[config.mk]
export PLATFORM = sky130hd
export DESIGN_NAME = infix_to_postfix_converter
export DESIGN_NICKNAME = d
export VERILOG_FILES = /design/src/rtl/itp_pkg.sv /design/src/rtl/itp_fifo.sv /design/src/rtl/itp_front.sv /design/src/rtl/itp_back.sv /design/src/rtl/infix_to_postfix_converter.sv
export SDC_FILE = /design/constraint.sdc
export NUM_CORES = 1
export LEC_CHECK = 0
export ABC_AREA = 1
export BUFFER_PORTS_ARGS = -buffer_cell sky130_fd_sc_hd__clkbuf_2
export CORE_MARGIN = 2
export CORE_UTILIZATION = 52
export DETAILED_ROUTE_END_ITERATION = 6
export PLACE_DENSITY = 0.69
export SLEW_MARGIN = 20
export SYNTH_ARGS = -nofsm -noshare
export SYNTH_HDL_FRONTEND = slang
export SYNTH_SLANG_ARGS = --single-unit
[constraint.sdc]
create_clock -name clk -period 3.45 [get_ports clk]
set_clock_uncertainty 0.15 [all_clocks]
set_input_delay 0.69 -clock clk [delete_from_list [all_inputs] [get_ports clk]]
set_output_delay 0.69 -clock clk [all_outputs]
set_load 0.01 [all_outputs]
[src/rtl/itp_pkg.sv]
// Package for the infix to postfix converter: constants, word types, level function.
// No dependencies.
`timescale 1ns / 1ps
`default_nettype none

package itp_pkg;

    localparam int ITP_STACK_DEPTH = 16;
    localparam int ITP_IQ_DEPTH    = 2;
    localparam int ITP_OQ_DEPTH    = 4;

    localparam logic [7:0] CH_PLUS   = 8'h2B;
    localparam logic [7:0] CH_MINUS  = 8'h2D;
    localparam logic [7:0] CH_STAR   = 8'h2A;
    localparam logic [7:0] CH_SLASH  = 8'h2F;
    localparam logic [7:0] CH_LPAREN = 8'h28;
    localparam logic [7:0] CH_RPAREN = 8'h29;
    localparam logic [7:0] CH_UC_A   = 8'h41;
    localparam logic [7:0] CH_UC_Z   = 8'h5A;
    localparam logic [7:0] CH_LC_A   = 8'h61;
    localparam logic [7:0] CH_LC_Z   = 8'h7A;

    typedef enum logic [1:0] {
        CLS_LETTER,
        CLS_LPAREN,
        CLS_RPAREN,
        CLS_OP
    } cls_t;

    typedef enum logic [1:0] {
        PH_MAIN,
        PH_FLUSH,
        PH_FIN
    } phase_t;

    typedef struct packed {
        logic [7:0] sym;
        cls_t       cls;
        logic [1:0] lvl;
        logic       last;
    } item_t;

    typedef struct packed {
        logic [7:0] sym;
        logic       has;
        logic       last;
        logic       ovf;
    } res_t;

    function automatic logic [1:0] itp_level(input logic [7:0] ch);
        logic [1:0] lv;
        lv = 2'd0;
        if (ch == CH_PLUS || ch == CH_MINUS)
        begin
            lv = 2'd1;
        end
        else if (ch == CH_STAR || ch == CH_SLASH)
        begin
            lv = 2'd2;
        end
        return lv;
    endfunction

endpackage

`default_nettype wire

[src/rtl/itp_fifo.sv]
// Small register queue, used between front and back and on the result side.
// No package dependencies.
`timescale 1ns / 1ps
`default_nettype none

module itp_fifo #(
    parameter int WIDTH = 8,
    parameter int DEPTH = 2
) (
    input  wire logic             clk,
    input  wire logic             rst_n,
    input  wire logic             wr_en,
    input  wire logic [WIDTH-1:0] wr_data,
    output logic                  full,
    input  wire logic             rd_en,
    output logic      [WIDTH-1:0] rd_data,
    output logic                  empty
);

    localparam int AW = (DEPTH > 1) ? $clog2(DEPTH) : 1;
    localparam int CW = $clog2(DEPTH + 1);

    logic [WIDTH-1:0] mem [DEPTH];
    logic [AW-1:0]    wr_ptr_reg, wr_ptr_next;
    logic [AW-1:0]    rd_ptr_reg, rd_ptr_next;
    logic [CW-1:0]    cnt_reg, cnt_next;
    logic             do_wr, do_rd;

    assign full    = (cnt_reg == CW'(DEPTH));
    assign empty   = (cnt_reg == '0);
    assign do_wr   = wr_en && !full;
    assign do_rd   = rd_en && !empty;
    assign rd_data = mem[rd_ptr_reg];

    always_comb
    begin
        wr_ptr_next = wr_ptr_reg;
        rd_ptr_next = rd_ptr_reg;
        cnt_next    = cnt_reg;
        if (do_wr)
        begin
            wr_ptr_next = (wr_ptr_reg == AW'(DEPTH - 1)) ? '0 : wr_ptr_reg + AW'(1);
        end
        if (do_rd)
        begin
            rd_ptr_next = (rd_ptr_reg == AW'(DEPTH - 1)) ? '0 : rd_ptr_reg + AW'(1);
        end
        if (do_wr && !do_rd)
        begin
            cnt_next = cnt_reg + CW'(1);
        end
        else if (do_rd && !do_wr)
        begin
            cnt_next = cnt_reg - CW'(1);
        end
    end

    always_ff @(posedge clk or negedge rst_n)
    begin
        if (!rst_n)
        begin
            wr_ptr_reg <= '0;
            rd_ptr_reg <= '0;
            cnt_reg    <= '0;
        end
        else
        begin
            wr_ptr_reg <= wr_ptr_next;
            rd_ptr_reg <= rd_ptr_next;
            cnt_reg    <= cnt_next;
        end
    end

    always_ff @(posedge clk)
    begin
        if (do_wr)
        begin
            mem[wr_ptr_reg] <= wr_data;
        end
    end

endmodule

`default_nettype wire

[src/rtl/itp_front.sv]
// Front end: classifies each input character and queues it for the back end.
// Depends on itp_pkg and itp_fifo.
`timescale 1ns / 1ps
`default_nettype none

module itp_front
    import itp_pkg::*;
(
    input  wire logic       clk,
    input  wire logic       rst_n,
    input  wire logic       push,
    output logic            full,
    input  wire logic [7:0] symbol,
    input  wire logic       end_of_expr,
    output item_t           head,
    output logic            head_vld,
    input  wire logic       head_rd
);

    item_t                     item_in;
    logic [$bits(item_t)-1:0]  rd_bits;
    logic                      q_empty;

    always_comb
    begin
        item_in.sym  = symbol;
        item_in.lvl  = itp_level(symbol);
        item_in.last = end_of_expr;
        if (symbol inside {[CH_UC_A:CH_UC_Z], [CH_LC_A:CH_LC_Z]})
        begin
            item_in.cls = CLS_LETTER;
        end
        else if (symbol == CH_LPAREN)
        begin
            item_in.cls = CLS_LPAREN;
        end
        else if (symbol == CH_RPAREN)
        begin
            item_in.cls = CLS_RPAREN;
        end
        else
        begin
            item_in.cls = CLS_OP;
        end
    end

    itp_fifo #(
        .WIDTH ($bits(item_t)),
        .DEPTH (ITP_IQ_DEPTH)
    ) u_iq (
        .clk     (clk),
        .rst_n   (rst_n),
        .wr_en   (push),
        .wr_data (item_in),
        .full    (full),
        .rd_en   (head_rd),
        .rd_data (rd_bits),
        .empty   (q_empty)
    );

    assign head     = item_t'(rd_bits);
    assign head_vld = !q_empty;

endmodule

`default_nettype wire

[src/rtl/itp_back.sv]
// Back end: operator stack and pop sequencer; holds one result back to tag the last.
// Depends on itp_pkg.
`timescale 1ns / 1ps
`default_nettype none

module itp_back
    import itp_pkg::*;
#(
    parameter int STACK_DEPTH = ITP_STACK_DEPTH
) (
    input  wire logic  clk,
    input  wire logic  rst_n,
    input  wire item_t head,
    input  wire logic  head_vld,
    output logic       head_rd,
    output logic       out_wr,
    output res_t       out_word,
    input  wire logic  out_full
);

    localparam int CNT_W = $clog2(STACK_DEPTH + 1);

    logic [7:0]       stk_reg [STACK_DEPTH];
    logic [CNT_W-1:0] cnt_reg, cnt_next;
    phase_t           phase_reg, phase_next;
    logic             stage_vld_reg, stage_vld_next;
    logic [7:0]       stage_sym_reg, stage_sym_next;
    logic             drop_reg, drop_next;

    logic             step, push_en, pop_en, emit, fin, post;
    logic [7:0]       emit_sym;
    logic             stk_nonempty, stk_full;
    logic [1:0]       top_lvl;

    assign step         = head_vld && !out_full;
    assign stk_nonempty = (cnt_reg != '0);
    assign stk_full     = (cnt_reg == CNT_W'(STACK_DEPTH));
    assign top_lvl      = itp_level(stk_reg[0]);

    always_comb
    begin
        push_en        = 1'b0;
        pop_en         = 1'b0;
        emit           = 1'b0;
        emit_sym       = stk_reg[0];
        fin            = 1'b0;
        post           = 1'b0;
        drop_next      = drop_reg;
        phase_next     = phase_reg;
        cnt_next       = cnt_reg;
        stage_vld_next = stage_vld_reg;
        stage_sym_next = stage_sym_reg;
        head_rd        = 1'b0;
        out_wr         = 1'b0;
        out_word       = '{sym: stage_sym_reg, has: 1'b1, last: 1'b0, ovf: 1'b0};

        if (step)
        begin
            case (phase_reg)
                PH_MAIN:
                begin
                    case (head.cls)
                        CLS_LETTER:
                        begin
                            emit     = 1'b1;
                            emit_sym = head.sym;
                            post     = 1'b1;
                        end
                        CLS_LPAREN:
                        begin
                            if (stk_full)
                                drop_next = 1'b1;
                            else
                                push_en = 1'b1;
                            post = 1'b1;
                        end
                        CLS_RPAREN:
                        begin
                            if (stk_nonempty && stk_reg[0] != CH_LPAREN)
                            begin
                                pop_en = 1'b1;
                                emit   = 1'b1;
                            end
                            else
                            begin
                                pop_en = stk_nonempty;
                                post   = 1'b1;
                            end
                        end
                        default:
                        begin
                            if (stk_nonempty && top_lvl >= head.lvl)
                            begin
                                pop_en = 1'b1;
                                emit   = 1'b1;
                            end
                            else
                            begin
                                if (stk_full)
                                    drop_next = 1'b1;
                                else
                                    push_en = 1'b1;
                                post = 1'b1;
                            end
                        end
                    endcase
                    if (post)
                        phase_next = head.last ? PH_FLUSH : PH_FIN;
                end
                PH_FLUSH:
                begin
                    if (stk_nonempty)
                    begin
                        pop_en = 1'b1;
                        emit   = 1'b1;
                    end
                    else
                    begin
                        fin = 1'b1;
                    end
                end
                default:
                begin
                    fin = 1'b1;
                end
            endcase

            if (push_en)
                cnt_next = cnt_reg + CNT_W'(1);
            else if (pop_en)
                cnt_next = cnt_reg - CNT_W'(1);

            if (emit)
            begin
                out_wr         = stage_vld_reg;
                stage_vld_next = 1'b1;
                stage_sym_next = emit_sym;
            end

            if (fin)
            begin
                out_wr         = stage_vld_reg || head.last || drop_reg;
                out_word.sym   = stage_vld_reg ? stage_sym_reg : 8'd0;
                out_word.has   = stage_vld_reg;
                out_word.last  = 1'b1;
                out_word.ovf   = drop_reg;
                stage_vld_next = 1'b0;
                drop_next      = 1'b0;
                head_rd        = 1'b1;
                phase_next     = PH_MAIN;
            end
        end
    end

    always_ff @(posedge clk or negedge rst_n)
    begin
        if (!rst_n)
        begin
            phase_reg     <= PH_MAIN;
            cnt_reg       <= '0;
            stage_vld_reg <= 1'b0;
            drop_reg      <= 1'b0;
        end
        else
        begin
            phase_reg     <= phase_next;
            cnt_reg       <= cnt_next;
            stage_vld_reg <= stage_vld_next;
            drop_reg      <= drop_next;
        end
    end

    always_ff @(posedge clk)
    begin
        stage_sym_reg <= stage_sym_next;
        if (push_en)
        begin
            stk_reg[0] <= head.sym;
            for (int i = 1; i < STACK_DEPTH; i++)
            begin
                stk_reg[i] <= stk_reg[i-1];
            end
        end
        else if (pop_en)
        begin
            for (int i = 0; i < STACK_DEPTH - 1; i++)
            begin
                stk_reg[i] <= stk_reg[i+1];
            end
        end
    end

endmodule

`default_nettype wire

[src/rtl/infix_to_postfix_converter.sv]
// Infix to postfix converter (shunting yard), top level.
// Depends on itp_pkg, itp_front, itp_back and itp_fifo.
//
// Input channel: one character per word with an end-of-expression flag, taken
// when push is high and full is low. Result channel: one postfix word per pop
// while empty is low; has_symbol low marks a bare end or overflow report, and
// last_of_run / overflow ride on the last word caused by each character.
// A character passes the input queue, the operator stack sequencer and a
// one-word staging register on its way to the result queue; one word is held
// back so the last word of a character is written when its sequencing ends.
// The sequencer takes a character through a main step, a pop step per emitted
// operator and a finishing step before the next; it waits on a full result queue.
// A two-word input queue and a four-word result queue decouple both sides;
// when the receiver stalls the sequencer waits and the input queue fills.
// Reset empties both queues and the operator stack; stack contents are not
// cleared, the entry count is.
// A push to a full stack is dropped and reported with overflow.
`timescale 1ns / 1ps
`default_nettype none

module infix_to_postfix_converter
    import itp_pkg::*;
#(
    parameter int STACK_DEPTH = ITP_STACK_DEPTH
) (
    input  wire logic       clk,
    input  wire logic       rst_n,
    input  wire logic       push,
    output logic            full,
    input  wire logic [7:0] symbol,
    input  wire logic       end_of_expr,
    output logic            empty,
    input  wire logic       pop,
    output logic [7:0]      out_symbol,
    output logic            has_symbol,
    output logic            last_of_run,
    output logic            overflow
);

    item_t                    head;
    logic                     head_vld, head_rd;
    logic                     res_wr, res_full;
    res_t                     res_word, res_head;
    logic [$bits(res_t)-1:0]  res_bits;

    itp_front u_front (
        .clk         (clk),
        .rst_n       (rst_n),
        .push        (push),
        .full        (full),
        .symbol      (symbol),
        .end_of_expr (end_of_expr),
        .head        (head),
        .head_vld    (head_vld),
        .head_rd     (head_rd)
    );

    itp_back #(
        .STACK_DEPTH (STACK_DEPTH)
    ) u_back (
        .clk      (clk),
        .rst_n    (rst_n),
        .head     (head),
        .head_vld (head_vld),
        .head_rd  (head_rd),
        .out_wr   (res_wr),
        .out_word (res_word),
        .out_full (res_full)
    );

    itp_fifo #(
        .WIDTH ($bits(res_t)),
        .DEPTH (ITP_OQ_DEPTH)
    ) u_oq (
        .clk     (clk),
        .rst_n   (rst_n),
        .wr_en   (res_wr),
        .wr_data (res_word),
        .full    (res_full),
        .rd_en   (pop),
        .rd_data (res_bits),
        .empty   (empty)
    );

    assign res_head    = res_t'(res_bits);
    assign out_symbol  = res_head.sym;
    assign has_symbol  = res_head.has;
    assign last_of_run = res_head.last;
    assign overflow    = res_head.ovf;

endmodule

`default_nettype wire

==> reports/metrics.json, run 1 <==
{
  "worst_hold_path_type": "primary input to async pin",
  "cts.hold.buffers_added": 0,
  "layout.cell_area.non_filler_um2": 11000,
  "post_route_worst_hold_slack_ps": 27.5,
  "postSynthCellCount": 917,
  "outcome": "finished clean",
  "hold_viol_final": 0,
  "setup.worst_path.start_class": "flip-flop",
  "syn_nets": 944,
  "h-tree-depth": 1,
  "clock_root_buffer": "sky130_fd_sc_hd__clkbuf_16",
  "clkSinkCount": 226,
  "io_pins": 26,
  "postCtsSetupBuffers": 0,
  "num_antenna_cells": 0,
  "drt-initial-drc-count": 436,
  "regToRegStartpoint": "u_back.stk_reg[0][1]",
  "finish.utilization_pct": 59.0,
  "port_buffers": 25,
  "critPathKind": "flip-flop to flip-flop",
  "max_slew_margin_pct": 42.7,
  "placed_cells_incl_taps": 1159,
  "synth_sequential_area_ratio_pct": 67.2,
  "post_dp_cell_area_um2": 10300,
  "nNetsFinal": 977,
  "via_count": 6192,
  "area_growth_syn_to_layout_pct": 10.9,
  "tightest_slew_ps": 855,
  "flip_flop_count_of_the_largest_register_all_copies_and_words_added": 128,
  "initial_core_util_pct": 53.2,
  "grt_first_pass_wirelength_um": 28300,
  "dpl.hpwl_um": 10900,
  "synth_warnings": 0,
  "mappedNetlistArea_um2": 9940,
  "critical_path.reg2reg.endpoint": "u_oq.cnt_reg[1]",
  "clk_latency_ps": 500,
  "synth_area_per_cell_um2": 10.8,
  "critPathRequiredTime_ps": 3680,
  "placeable_core_region_um2": 18700,
  "fin_crit_share_pct": 92.1,
  "final-instance-count-excl-fill": 1200,
  "route.detailed.wl_per_inst_um": 14.2,
  "grt_pass1_vias": 5981,
  "fp.dieArea_um2": 20200,
  "reg2reg_setup_slack_ps": 270,
  "global_route.overflow_total": 0,
  "timing.critical_path.to_type": "flip-flop",
  "postRouteAntennaNets": 0,
  "drive_gt1_share_pct": 11.4,
  "die_height_um": 142,
  "drc_errors": 0,
  "floorplan.rows": 50,
  "cts-buffers-inserted": 23,
  "route.final.wire_length_um": 17000,
  "worst_ep_arrival_time_ps": 3400,
  "worst-path-max-fanout": 4,
  "routed_via_density": 5.16,
  "maxCapViolCount": 0,
  "final-max-slew-violation-count": 0,
  "largest_net_degree_at_the_start_of_global_routing": 79,
  "gp_congestion": 0.823,
  "dieWidth_um": 142,
  "max-clock-path-buffers": 3,
  "drt-pass1-iter-count": 5,
  "antenna_found_initial": 0,
  "grt.total_usage_pct": 17.2,
  "setup_violations": 0,
  "netlist-cell-type-count": 35,
  "timing.reg2reg.worst_path_depth": 15,
  "maxClockFrequency_mhz": 315,
  "tritoncts": "yes",
  "period_minus_slack_ps": 3180,
  "clkTransAtPathRegs_ps": 60,
  "synth.ff_latch_count": 226,
  "post_cts_resize_count": 0
}
-- placed cells by master, fill, tap and decap left out, types with 3 or more instances in the layout --
master | netlist | layout
sky130_fd_sc_hd__o21ai_1 | 8 | 8
sky130_fd_sc_hd__o22ai_1 | 12 | 12
sky130_fd_sc_hd__a21oi_1 | 17 | 17
sky130_fd_sc_hd__a21oi_2 | 16 | 16
sky130_fd_sc_hd__nor3_1 | 5 | 5
sky130_fd_sc_hd__inv_1 | 99 | 98
sky130_fd_sc_hd__nand2_2 | 3 | 4
sky130_fd_sc_hd__clkinv_1 | 0 | 6
sky130_fd_sc_hd__clkinv_2 | 0 | 6
sky130_fd_sc_hd__ha_1 | 12 | 12
sky130_fd_sc_hd__nor4_1 | 4 | 3
sky130_fd_sc_hd__nor2_1 | 76 | 75
sky130_fd_sc_hd__xnor2_1 | 3 | 3
sky130_fd_sc_hd__clkbuf_2 | 0 | 25
sky130_fd_sc_hd__edfxtp_1 | 206 | 206
sky130_fd_sc_hd__buf_12 | 1 | 5
sky130_fd_sc_hd__xor2_1 | 5 | 5
sky130_fd_sc_hd__buf_4 | 5 | 13
sky130_fd_sc_hd__o21ai_0 | 94 | 94
sky130_fd_sc_hd__nand4_1 | 3 | 3
sky130_fd_sc_hd__nand3_1 | 31 | 30
sky130_fd_sc_hd__dfrtp_1 | 20 | 20
sky130_fd_sc_hd__inv_2 | 4 | 5
sky130_fd_sc_hd__clkbuf_16 | 0 | 23
sky130_fd_sc_hd__nand2_1 | 251 | 250
-- area by class of cell --
| type | instances | area [um^2] |
|---|---|---|
| timing repair buffer | 43 | 323 |
| sequential | 226 | 6690 |
| inverter | 103 | 387 |
| clock buffer | 25 | 583 |
| fill | 1550 | 7670 |
| clock inverter | 16 | 108 |
| tap | 234 | 293 |
| multi-input combinational | 553 | 2650 |
-- per-stage QoR --
step / setup WS (ps) / TNS [ps]
5_1_grt: -43.0 / -43.0
4_1_cts: 222 / 0
2_1_floorplan: 207 / 0
6_report: 274 / 0
3_5_place_dp: 276 / 0
3_3_place_gp: 368 / 0
-- logic make-up (layout without fill, tap and decap cells) --
| logic type | Yosys count | in the layout | share of synthesized area [%] |
|---|---|---|---|
| xor gates and xnor gates | 8 | 8 | 0.705 |
| and+or+nand+nor | 379 | 379 | 15.3 |
| buffers and inverters | 138 | 187 | 6.24 |
| muxes | 2 | 2 | 0.214 |
| adders and majority gates | 14 | 14 | 1.91 |
| DFF | 226 | 226 | 67.2 |
| AOI/OAI and AO/OA | 150 | 150 | 8.38 |
-- layer usage --
layer	GRT usage, %	vias up	part of all wire [%]
met5	0	-	0
met4	4.53	0	2.1
met3	2.52	26	3.2
met2	28.6	87	47
met1	24.1	2935	48
li1	-	3144	-
-- cells in the mapped netlist --
master / instances / share of area (%)
sky130_fd_sc_hd__fa_1: 2 / 0.40
sky130_fd_sc_hd__o21ai_0: 94 / 4.7
sky130_fd_sc_hd__o22ai_1: 12 / 0.75
sky130_fd_sc_hd__nand2_2: 3 / 0.19
sky130_fd_sc_hd__nor3_2: 1 / 0.10
sky130_fd_sc_hd__dfrtp_1: 20 / 5.0
sky130_fd_sc_hd__buf_12: 1 / 0.20
sky130_fd_sc_hd__nand4_1: 3 / 0.19
sky130_fd_sc_hd__inv_1: 99 / 3.7
sky130_fd_sc_hd__clkbuf_1: 15 / 0.57
sky130_fd_sc_hd__buf_4: 5 / 0.38
sky130_fd_sc_hd__ha_1: 12 / 1.5
sky130_fd_sc_hd__o21bai_1: 1 / 0.076
sky130_fd_sc_hd__xor2_1: 5 / 0.44
sky130_fd_sc_hd__mux2i_1: 1 / 0.10
sky130_fd_sc_hd__nand2_1: 251 / 9.5
sky130_fd_sc_hd__mux2_2: 1 / 0.11
sky130_fd_sc_hd__xnor2_1: 3 / 0.26
sky130_fd_sc_hd__a31oi_1: 1 / 0.063
sky130_fd_sc_hd__nand2_4: 2 / 0.23
sky130_fd_sc_hd__nor3_1: 5 / 0.25
sky130_fd_sc_hd__or2_2: 1 / 0.063
sky130_fd_sc_hd__o21ai_1: 8 / 0.40
sky130_fd_sc_hd__nor2_2: 1 / 0.063
sky130_fd_sc_hd__buf_2: 6 / 0.30
sky130_fd_sc_hd__a2111oi_0: 1 / 0.088
sky130_fd_sc_hd__a21oi_2: 16 / 1.4
sky130_fd_sc_hd__or2_1: 1 / 0.063
sky130_fd_sc_hd__a21oi_1: 17 / 0.86
sky130_fd_sc_hd__inv_2: 4 / 0.15
sky130_fd_sc_hd__edfxtp_1: 206 / 62
sky130_fd_sc_hd__nand3_1: 31 / 1.6
sky130_fd_sc_hd__buf_6: 8 / 0.91
sky130_fd_sc_hd__nor4_1: 4 / 0.25
sky130_fd_sc_hd__nor2_1: 76 / 2.9
-- worst max-delay path by stage --
stage                                  from                    to  cells after the start
CTS                    u_back.stk_reg[0][4]       u_oq.cnt_reg[1]                     18
detailed placement     u_back.stk_reg[0][4]       u_oq.cnt_reg[1]                     18
floorplan           u_front.u_iq.rd_ptr_reg  u_back.stk_reg[0][0]                     12
global placement       u_back.stk_reg[0][4]       u_oq.cnt_reg[1]                     18
global route           u_back.stk_reg[0][0]       u_oq.cnt_reg[2]                     18
finish                 u_back.stk_reg[0][1]       u_oq.cnt_reg[1]                     15
-- worst max-delay path, stage by stage (launching register included) --
cell	delay, ps
sky130_fd_sc_hd__edfxtp_1	450
sky130_fd_sc_hd__nor4_2	310
sky130_fd_sc_hd__o21ai_0	140
sky130_fd_sc_hd__ha_1	300
sky130_fd_sc_hd__nand2_1	70
sky130_fd_sc_hd__nand3_1	110
sky130_fd_sc_hd__nand2_1	100
sky130_fd_sc_hd__nand2_1	90
sky130_fd_sc_hd__nand3_1	110
sky130_fd_sc_hd__nand2_1	60
sky130_fd_sc_hd__nand2_1	120
sky130_fd_sc_hd__nand2_2	90
sky130_fd_sc_hd__ha_1	190
sky130_fd_sc_hd__inv_1	90
sky130_fd_sc_hd__fa_1	410
sky130_fd_sc_hd__mux2_2	260
Power of run 1 is left out: the tool's default activity adds up to more than one toggle a clock period on the data nets, which glitch-free logic cannot reach.
==> inputs of run 2 (changes only) <==
--- a/config.mk
+++ b/config.mk
@@ -10,7 +10,7 @@
 export CORE_MARGIN = 2
 export CORE_UTILIZATION = 52
 export DETAILED_ROUTE_END_ITERATION = 6
-export PLACE_DENSITY = 0.69
+export PLACE_DENSITY = 0.72
 export SLEW_MARGIN = 20
 export SYNTH_ARGS = -nofsm -noshare
 export SYNTH_HDL_FRONTEND = slang
==> run 2 against run 1 <==
Non-clock buffer count rose by 4. Critical path depth rose by 3. Largest cell class unchanged. Cell count rose by 0.58%. Sequential share of layout area fell by 0.79 points. Via count rose by 1.6%. The flow now finishes with violations (hold timing). Wire length rose by 1.2%. Global-route usage rose by 0.19 points. Worst setup slack got worse by 17 ps. Cell area rose by 1.3%. Clock-buffer cell count rose by 2. Register-to-register slack got worse by 20 ps. Worst hold slack got worse by 36 ps.
==> reports/metrics.json, run 2 (synthesis results as in run 1) <==
{
  "placeable_core_region_um2": 18700,
  "tightest_slew_ps": 754,
  "global_route.overflow_total": 0,
  "clkSinkCount": 226,
  "grt.total_usage_pct": 17.4,
  "drt-pass1-iter-count": 4,
  "largest_net_degree_at_the_start_of_global_routing": 78,
  "io_pins": 26,
  "rsz0062_at_grt": "false",
  "worst_hold_path_type": "primary input to async pin",
  "mostFrequentLayoutCells": "250 x sky130_fd_sc_hd__nand2_1, 206 x sky130_fd_sc_hd__edfxtp_1, 98 x sky130_fd_sc_hd__inv_1",
  "fp.dieArea_um2": 20200,
  "drive_gt1_share_pct": 12.2,
  "grt_pass1_vias": 6061,
  "timing.critical_path.slowest_stage_cell": "sky130_fd_sc_hd__fa_1",
  "clkTransAtPathRegs_ps": 60,
  "layout.cells.most_common": "sky130_fd_sc_hd__nand2_1",
  "num_antenna_cells": 0,
  "crit_path_max_incr_delay_ps": 440,
  "max-clock-path-buffers": 3,
  "post_route_worst_hold_slack_ps": -8.62,
  "setup.worst_path.start": "u_back.stk_reg[0][4]",
  "worst-path-max-fanout": 4,
  "critical_path.cell_chain": "inv_1, nand2_1, nor2_2, nand3_1, a21oi_1, ha_1, nand2_1, nand3_1, nand2_1, nand2_1, nand3_1, nand2_1, nand2_1, nand2_2, ha_1, inv_1, fa_1, mux2_2",
  "via_count": 6292,
  "die_height_um": 142,
  "dpl.hpwl_um": 10700,
  "setup.worst_path.start_class": "flip-flop",
  "flip_flop_count_of_the_largest_register_all_copies_and_words_added": 128,
  "violations_in_the_final_reports": "hold timing",
  "critical-path-top-cell-by-count": "sky130_fd_sc_hd__nand2_1",
  "critPathKind": "flip-flop to flip-flop",
  "final-max-slew-violation-count": 0,
  "finalSetupTns_ps": 0,
  "port_buffers": 25,
  "antenna_found_initial": 0,
  "max_slew_margin_pct": 49.5,
  "route.final.wire_length_um": 17200,
  "timing.critical_path.to_type": "flip-flop",
  "fin_crit_share_pct": 92.6,
  "tritoncts": "yes",
  "critical_path.n_buffers_inverters": 2,
  "cts-buffers-inserted": 24,
  "clk_latency_ps": 520,
  "clock_root_buffer": "sky130_fd_sc_hd__clkbuf_16",
  "gp_congestion": 0.819,
  "cts.hold.buffers_added": 0,
  "outcome": "finished with violations",
  "setup_violations": 0,
  "maxClockFrequency_mhz": 313,
  "timing.critical_path.max_delay_family": "simple AND/OR/NAND/NOR gates",
  "regToRegStartpoint": "u_back.stk_reg[0][4]",
  "fill_cells": 1494,
  "route.detailed.wl_per_inst_um": 14.3,
  "maxCapViolCount": 0,
  "dieWidth_um": 142,
  "postRouteAntennaNets": 0,
  "initial_core_util_pct": 53.2,
  "grt_first_pass_wirelength_um": 28600,
  "floorplan.rows": 50,
  "h-tree-depth": 1,
  "drt-initial-drc-count": 410,
  "area_growth_syn_to_layout_pct": 12.4,
  "routed_via_density": 5.21,
  "critPathRequiredTime_ps": 3690,
  "hold_viol_final": 13,
  "nNetsFinal": 982,
  "drc_errors": 0,
  "worst_ep_arrival_time_ps": 3430,
  "period_minus_slack_ps": 3190
}
[run 2: cell count changes in the layout (fill, tap and decap cells not counted)]
cell	change
sky130_fd_sc_hd__nand3_2	-1
sky130_fd_sc_hd__buf_4	+5
sky130_fd_sc_hd__clkinvlp_4	+2
sky130_fd_sc_hd__nand3_1	+1
sky130_fd_sc_hd__clkinv_2	-2
sky130_fd_sc_hd__clkinv_1	-4
sky130_fd_sc_hd__clkinv_8	+1
sky130_fd_sc_hd__clkbuf_1	+1
sky130_fd_sc_hd__buf_12	-1
sky130_fd_sc_hd__inv_6	+1
sky130_fd_sc_hd__clkbuf_16	+1
sky130_fd_sc_hd__bufinv_16	+3
[run 2: repair_timing]
item / CTS / global route
setup buffers: 0 / 2
setup endpoints to repair: 0 / 2
gates resized for setup: 0 / 4
[run 2: metrics by stage]
step | utilization (%) | cell area, um^2 | setup WS (ps) | std cells | hold WS [ps]
2_1_floorplan | - | 9940 | 207 | 917 | 244
3_3_place_gp | 55.2 | 10300 | 377 | 1161 | 282
3_5_place_dp | 55.2 | 10300 | 282 | 1161 | 291
4_1_cts | 59.6 | 11200 | 215 | 1205 | 1.14
5_1_grt | 59.8 | 11200 | 8.61 | 1207 | 14.7
6_report | 59.8 | 11200 | 257 | 1207 | -8.62
[run 2: worst register-to-register path: stages, from the launching register on]
cell and delay (ps):
sky130_fd_sc_hd__edfxtp_1 380, sky130_fd_sc_hd__inv_1 80, sky130_fd_sc_hd__nand2_1 70, sky130_fd_sc_hd__nor2_2 160, sky130_fd_sc_hd__nand3_1 90, sky130_fd_sc_hd__a21oi_1 150
sky130_fd_sc_hd__ha_1 260, sky130_fd_sc_hd__nand2_1 60, sky130_fd_sc_hd__nand3_1 90, sky130_fd_sc_hd__nand2_1 90, sky130_fd_sc_hd__nand2_1 90, sky130_fd_sc_hd__nand3_1 110
sky130_fd_sc_hd__nand2_1 50, sky130_fd_sc_hd__nand2_1 120, sky130_fd_sc_hd__nand2_2 90, sky130_fd_sc_hd__ha_1 190, sky130_fd_sc_hd__inv_1 110, sky130_fd_sc_hd__fa_1 440
sky130_fd_sc_hd__mux2_2 270
[run 2: cell type report]
type | instances | area [um^2] | share of cell area (%)
tap | 234 | 293 | 2.62
multi-input combinational | 553 | 2650 | 23.7
inverter | 103 | 387 | 3.46
sequential | 226 | 6690 | 59.8
timing repair buffer | 47 | 340 | 3.04
clock buffer | 27 | 612 | 5.47
clock inverter | 17 | 213 | 1.90
[run 2: path summary, 6_finish.rpt]
kind	to	slack, ps	cells past startpoint
worst max-delay path	u_oq.cnt_reg[1]	260	18
worst min-delay path	u_front.u_iq.cnt_reg[0]	-9	1
worst max register to register	u_oq.cnt_reg[1]	260	18
worst min register to register	u_back.stk_reg[0][122]	300	0
max in group asynchronous	u_back.cnt_reg[0]	2780	1
min in group clk	u_front.u_iq.mem[1][0]	210	1
[run 2: routing by layer]
metal  up-vias  wire, um  global-route usage [%]
met5         -         0                       0
met3        31       642                    2.73
met2        92      8360                    28.6
li1       3157         -                       -
met4         0       347                    4.84
met1      3012      7900                    24.4
Power of run 2 is left out for the same reason.
==> inputs of run 3 (changes only) <==
--- a/config.mk
+++ b/config.mk
@@ -7,10 +7,12 @@
 export LEC_CHECK = 0
 export ABC_AREA = 1
 export BUFFER_PORTS_ARGS = -buffer_cell sky130_fd_sc_hd__clkbuf_2
+export CELL_PAD_IN_SITES_DETAIL_PLACEMENT = 2
+export CELL_PAD_IN_SITES_GLOBAL_PLACEMENT = 2
 export CORE_MARGIN = 2
-export CORE_UTILIZATION = 52
+export CORE_UTILIZATION = 38
 export DETAILED_ROUTE_END_ITERATION = 6
-export PLACE_DENSITY = 0.72
+export PLACE_DENSITY = 0.77
 export SLEW_MARGIN = 20
 export SYNTH_ARGS = -nofsm -noshare
 export SYNTH_HDL_FRONTEND = slang
==> run 3 against run 2 <==
The run now ends clean. Worst setup slack worse by 48 ps. Via count grew 4.1%. Sequential share of layout area decreased by 0.69 points. Maximum frequency decreased by 1.5%. Cell area increased by 1.2%. Critical path type unchanged.
==> reports/metrics.json, run 3 (synthesis results as in run 1) <==
{
  "cts-buffers-inserted": 26,
  "crit_path_max_incr_delay_ps": 420,
  "period_minus_slack_ps": 3240,
  "clock_root_buffer": "sky130_fd_sc_hd__clkbuf_16",
  "flip_flop_count_of_the_largest_register_all_copies_and_words_added": 128,
  "area_growth_syn_to_layout_pct": 13.7,
  "postRouteAntennaNets": 0,
  "mostFrequentLayoutCells": "247 x sky130_fd_sc_hd__nand2_1, 206 x sky130_fd_sc_hd__edfxtp_1, 98 x sky130_fd_sc_hd__inv_1",
  "timing.critical_path.max_delay_family": "simple AND/OR/NAND/NOR gates",
  "port_buffers": 25,
  "route.detailed.wl_per_inst_um": 17.8,
  "routed_via_density": 4.99,
  "io_pins": 26,
  "floorplan.rows": 59,
  "final_critical_path_setup_slack_ps": 209,
  "layout.cells.most_common": "sky130_fd_sc_hd__nand2_1",
  "final-max-slew-violation-count": 0,
  "hold_viol_final": 0,
  "fill_cells": 2707,
  "drt-pass1-iter-count": 4,
  "grt_first_pass_wirelength_um": 38800,
  "worst-path-max-fanout": 4,
  "drive_gt1_share_pct": 12.8,
  "clkSinkCount": 226,
  "max_slew_margin_pct": 47.8,
  "setup_violations": 0,
  "dpl.hpwl_um": 15100,
  "via_count": 6551,
  "initial_core_util_pct": 38.4,
  "critical_path.cell_chain": "inv_1, nand2_1, nor2_2, nand3_1, a21oi_1, ha_1, nand2_1, nand3_1, nand2_2, nand2_2, nand3_1, nand2_1, nand2_2, nand2_2, ha_1, inv_1, fa_1, mux2_2",
  "maxClockFrequency_mhz": 309,
  "critical-path-top-cell-by-count": "sky130_fd_sc_hd__nand2_2",
  "grt.total_usage_pct": 17.2,
  "regToRegStartpoint": "u_back.stk_reg[0][6]",
  "num_antenna_cells": 0,
  "tritoncts": "yes",
  "tightest_slew_ps": 763,
  "fp.dieArea_um2": 27500,
  "drc_errors": 0,
  "nNetsFinal": 986,
  "die_height_um": 166,
  "clkTransAtPathRegs_ps": 60,
  "finish.utilization_pct": 43.6,
  "fin_crit_share_pct": 93.9,
  "max-clock-path-buffers": 3,
  "worst_ep_arrival_time_ps": 3490,
  "h-tree-depth": 1,
  "placeable_core_region_um2": 25900,
  "timing.critical_path.to_type": "flip-flop",
  "grt_pass1_vias": 7301,
  "route.final.wire_length_um": 23300,
  "antenna_found_initial": 0,
  "critPathRequiredTime_ps": 3700,
  "outcome": "finished clean",
  "critPathKind": "flip-flop to flip-flop",
  "global_route.overflow_total": 0,
  "reg2reg_setup_slack_ps": 210,
  "timing.critical_path.slowest_stage_cell": "sky130_fd_sc_hd__fa_1",
  "timing.reg2reg.worst_path_depth": 18,
  "largest_net_degree_at_the_start_of_global_routing": 114,
  "drt-initial-drc-count": 335,
  "critical_path.n_buffers_inverters": 2,
  "gp_congestion": 0.752,
  "critical_path.reg2reg.endpoint": "u_oq.cnt_reg[1]",
  "worst_hold_path_type": "primary input to async pin",
  "setup.worst_path.start_class": "flip-flop",
  "place_ws_ps": 93.1,
  "clk_latency_ps": 520,
  "maxCapViolCount": 0,
  "dieWidth_um": 166
}
-- run 3: cell types whose count changed in the layout (fill, tap and decap cells not counted), moves of 2 or more --
cell / before / now
sky130_fd_sc_hd__clkinv_2: 4 / 7
sky130_fd_sc_hd__nand2_2: 4 / 7
sky130_fd_sc_hd__clkinv_1: 2 / 4
sky130_fd_sc_hd__clkbuf_8: 0 / 2
sky130_fd_sc_hd__clkinvlp_4: 3 / 1
sky130_fd_sc_hd__nand2_1: 250 / 247
sky130_fd_sc_hd__bufinv_16: 4 / 1
sky130_fd_sc_hd__clkbuf_16: 24 / 27
sky130_fd_sc_hd__buf_4: 18 / 21
sky130_fd_sc_hd__inv_6: 2 / 0
-- run 3: area by class of cell --
class / instances / area, um^2 / area share (%)
clock buffers: 33 / 718 / 6.35
clock inverters: 14 / 96.3 / 0.852
inverters: 103 / 387 / 3.42
multi-input cells: 553 / 2660 / 23.5
flip-flops and latches: 226 / 6690 / 59.1
well taps: 335 / 419 / 3.71
repair buffers: 49 / 343 / 3.03
-- run 3: timing repair --
item / 4_1_cts / 5_1_grt
hold buffers: 0 / 0
gates resized for setup: 0 / 9
setup endpoints to repair: 0 / 3
setup buffers: 0 / 2
-- run 3: worst max-delay path by stage --
stage | from | endpoint | slack [ps] | depth (start not counted)
6_report | u_back.stk_reg[0][6] | u_oq.cnt_reg[1] | 210 | 18
5_1_grt | u_back.stk_reg[0][6] | u_oq.cnt_reg[1] | -30 | 18
4_1_cts | u_back.stk_reg[0][2] | u_oq.cnt_reg[2] | 60 | 19
3_5_place_dp | u_back.stk_reg[0][2] | u_oq.cnt_reg[2] | 90 | 19
3_3_place_gp | u_back.stk_reg[0][2] | u_oq.cnt_reg[2] | 330 | 19
2_1_floorplan | u_front.u_iq.rd_ptr_reg | u_back.stk_reg[0][0] | 210 | 12
-- run 3: worst reg2reg max path, delay by kind of cell (launching register included) --
family	cells	cell delay (ps)
buf+inv	2	200
compound gates	1	140
mux	1	270
fa+ha+maj	3	900
flops	1	410
simple gates	11	1050
-- run 3: routing by layer --
layer	GRT usage (%)	vias up	wire length, um
li1	-	3158	-
met1	21.8	3303	10200
met2	31.4	61	12200
met3	2.34	29	565
met4	3.74	0	410
met5	0	-	0
-- run 3: metrics by stage --
stage	std cells	instance area, um^2	hold slack (ps)	TNS [ps]
global route	1313	11300	55.7	-25.6
finish	1313	11300	12.8	0
floorplan	917	9940	244	0
global placement	1264	10500	283	0
CTS	1311	11300	22.0	0
detailed placement	1264	10500	288	0
Power of run 3 is left out for the same reason.
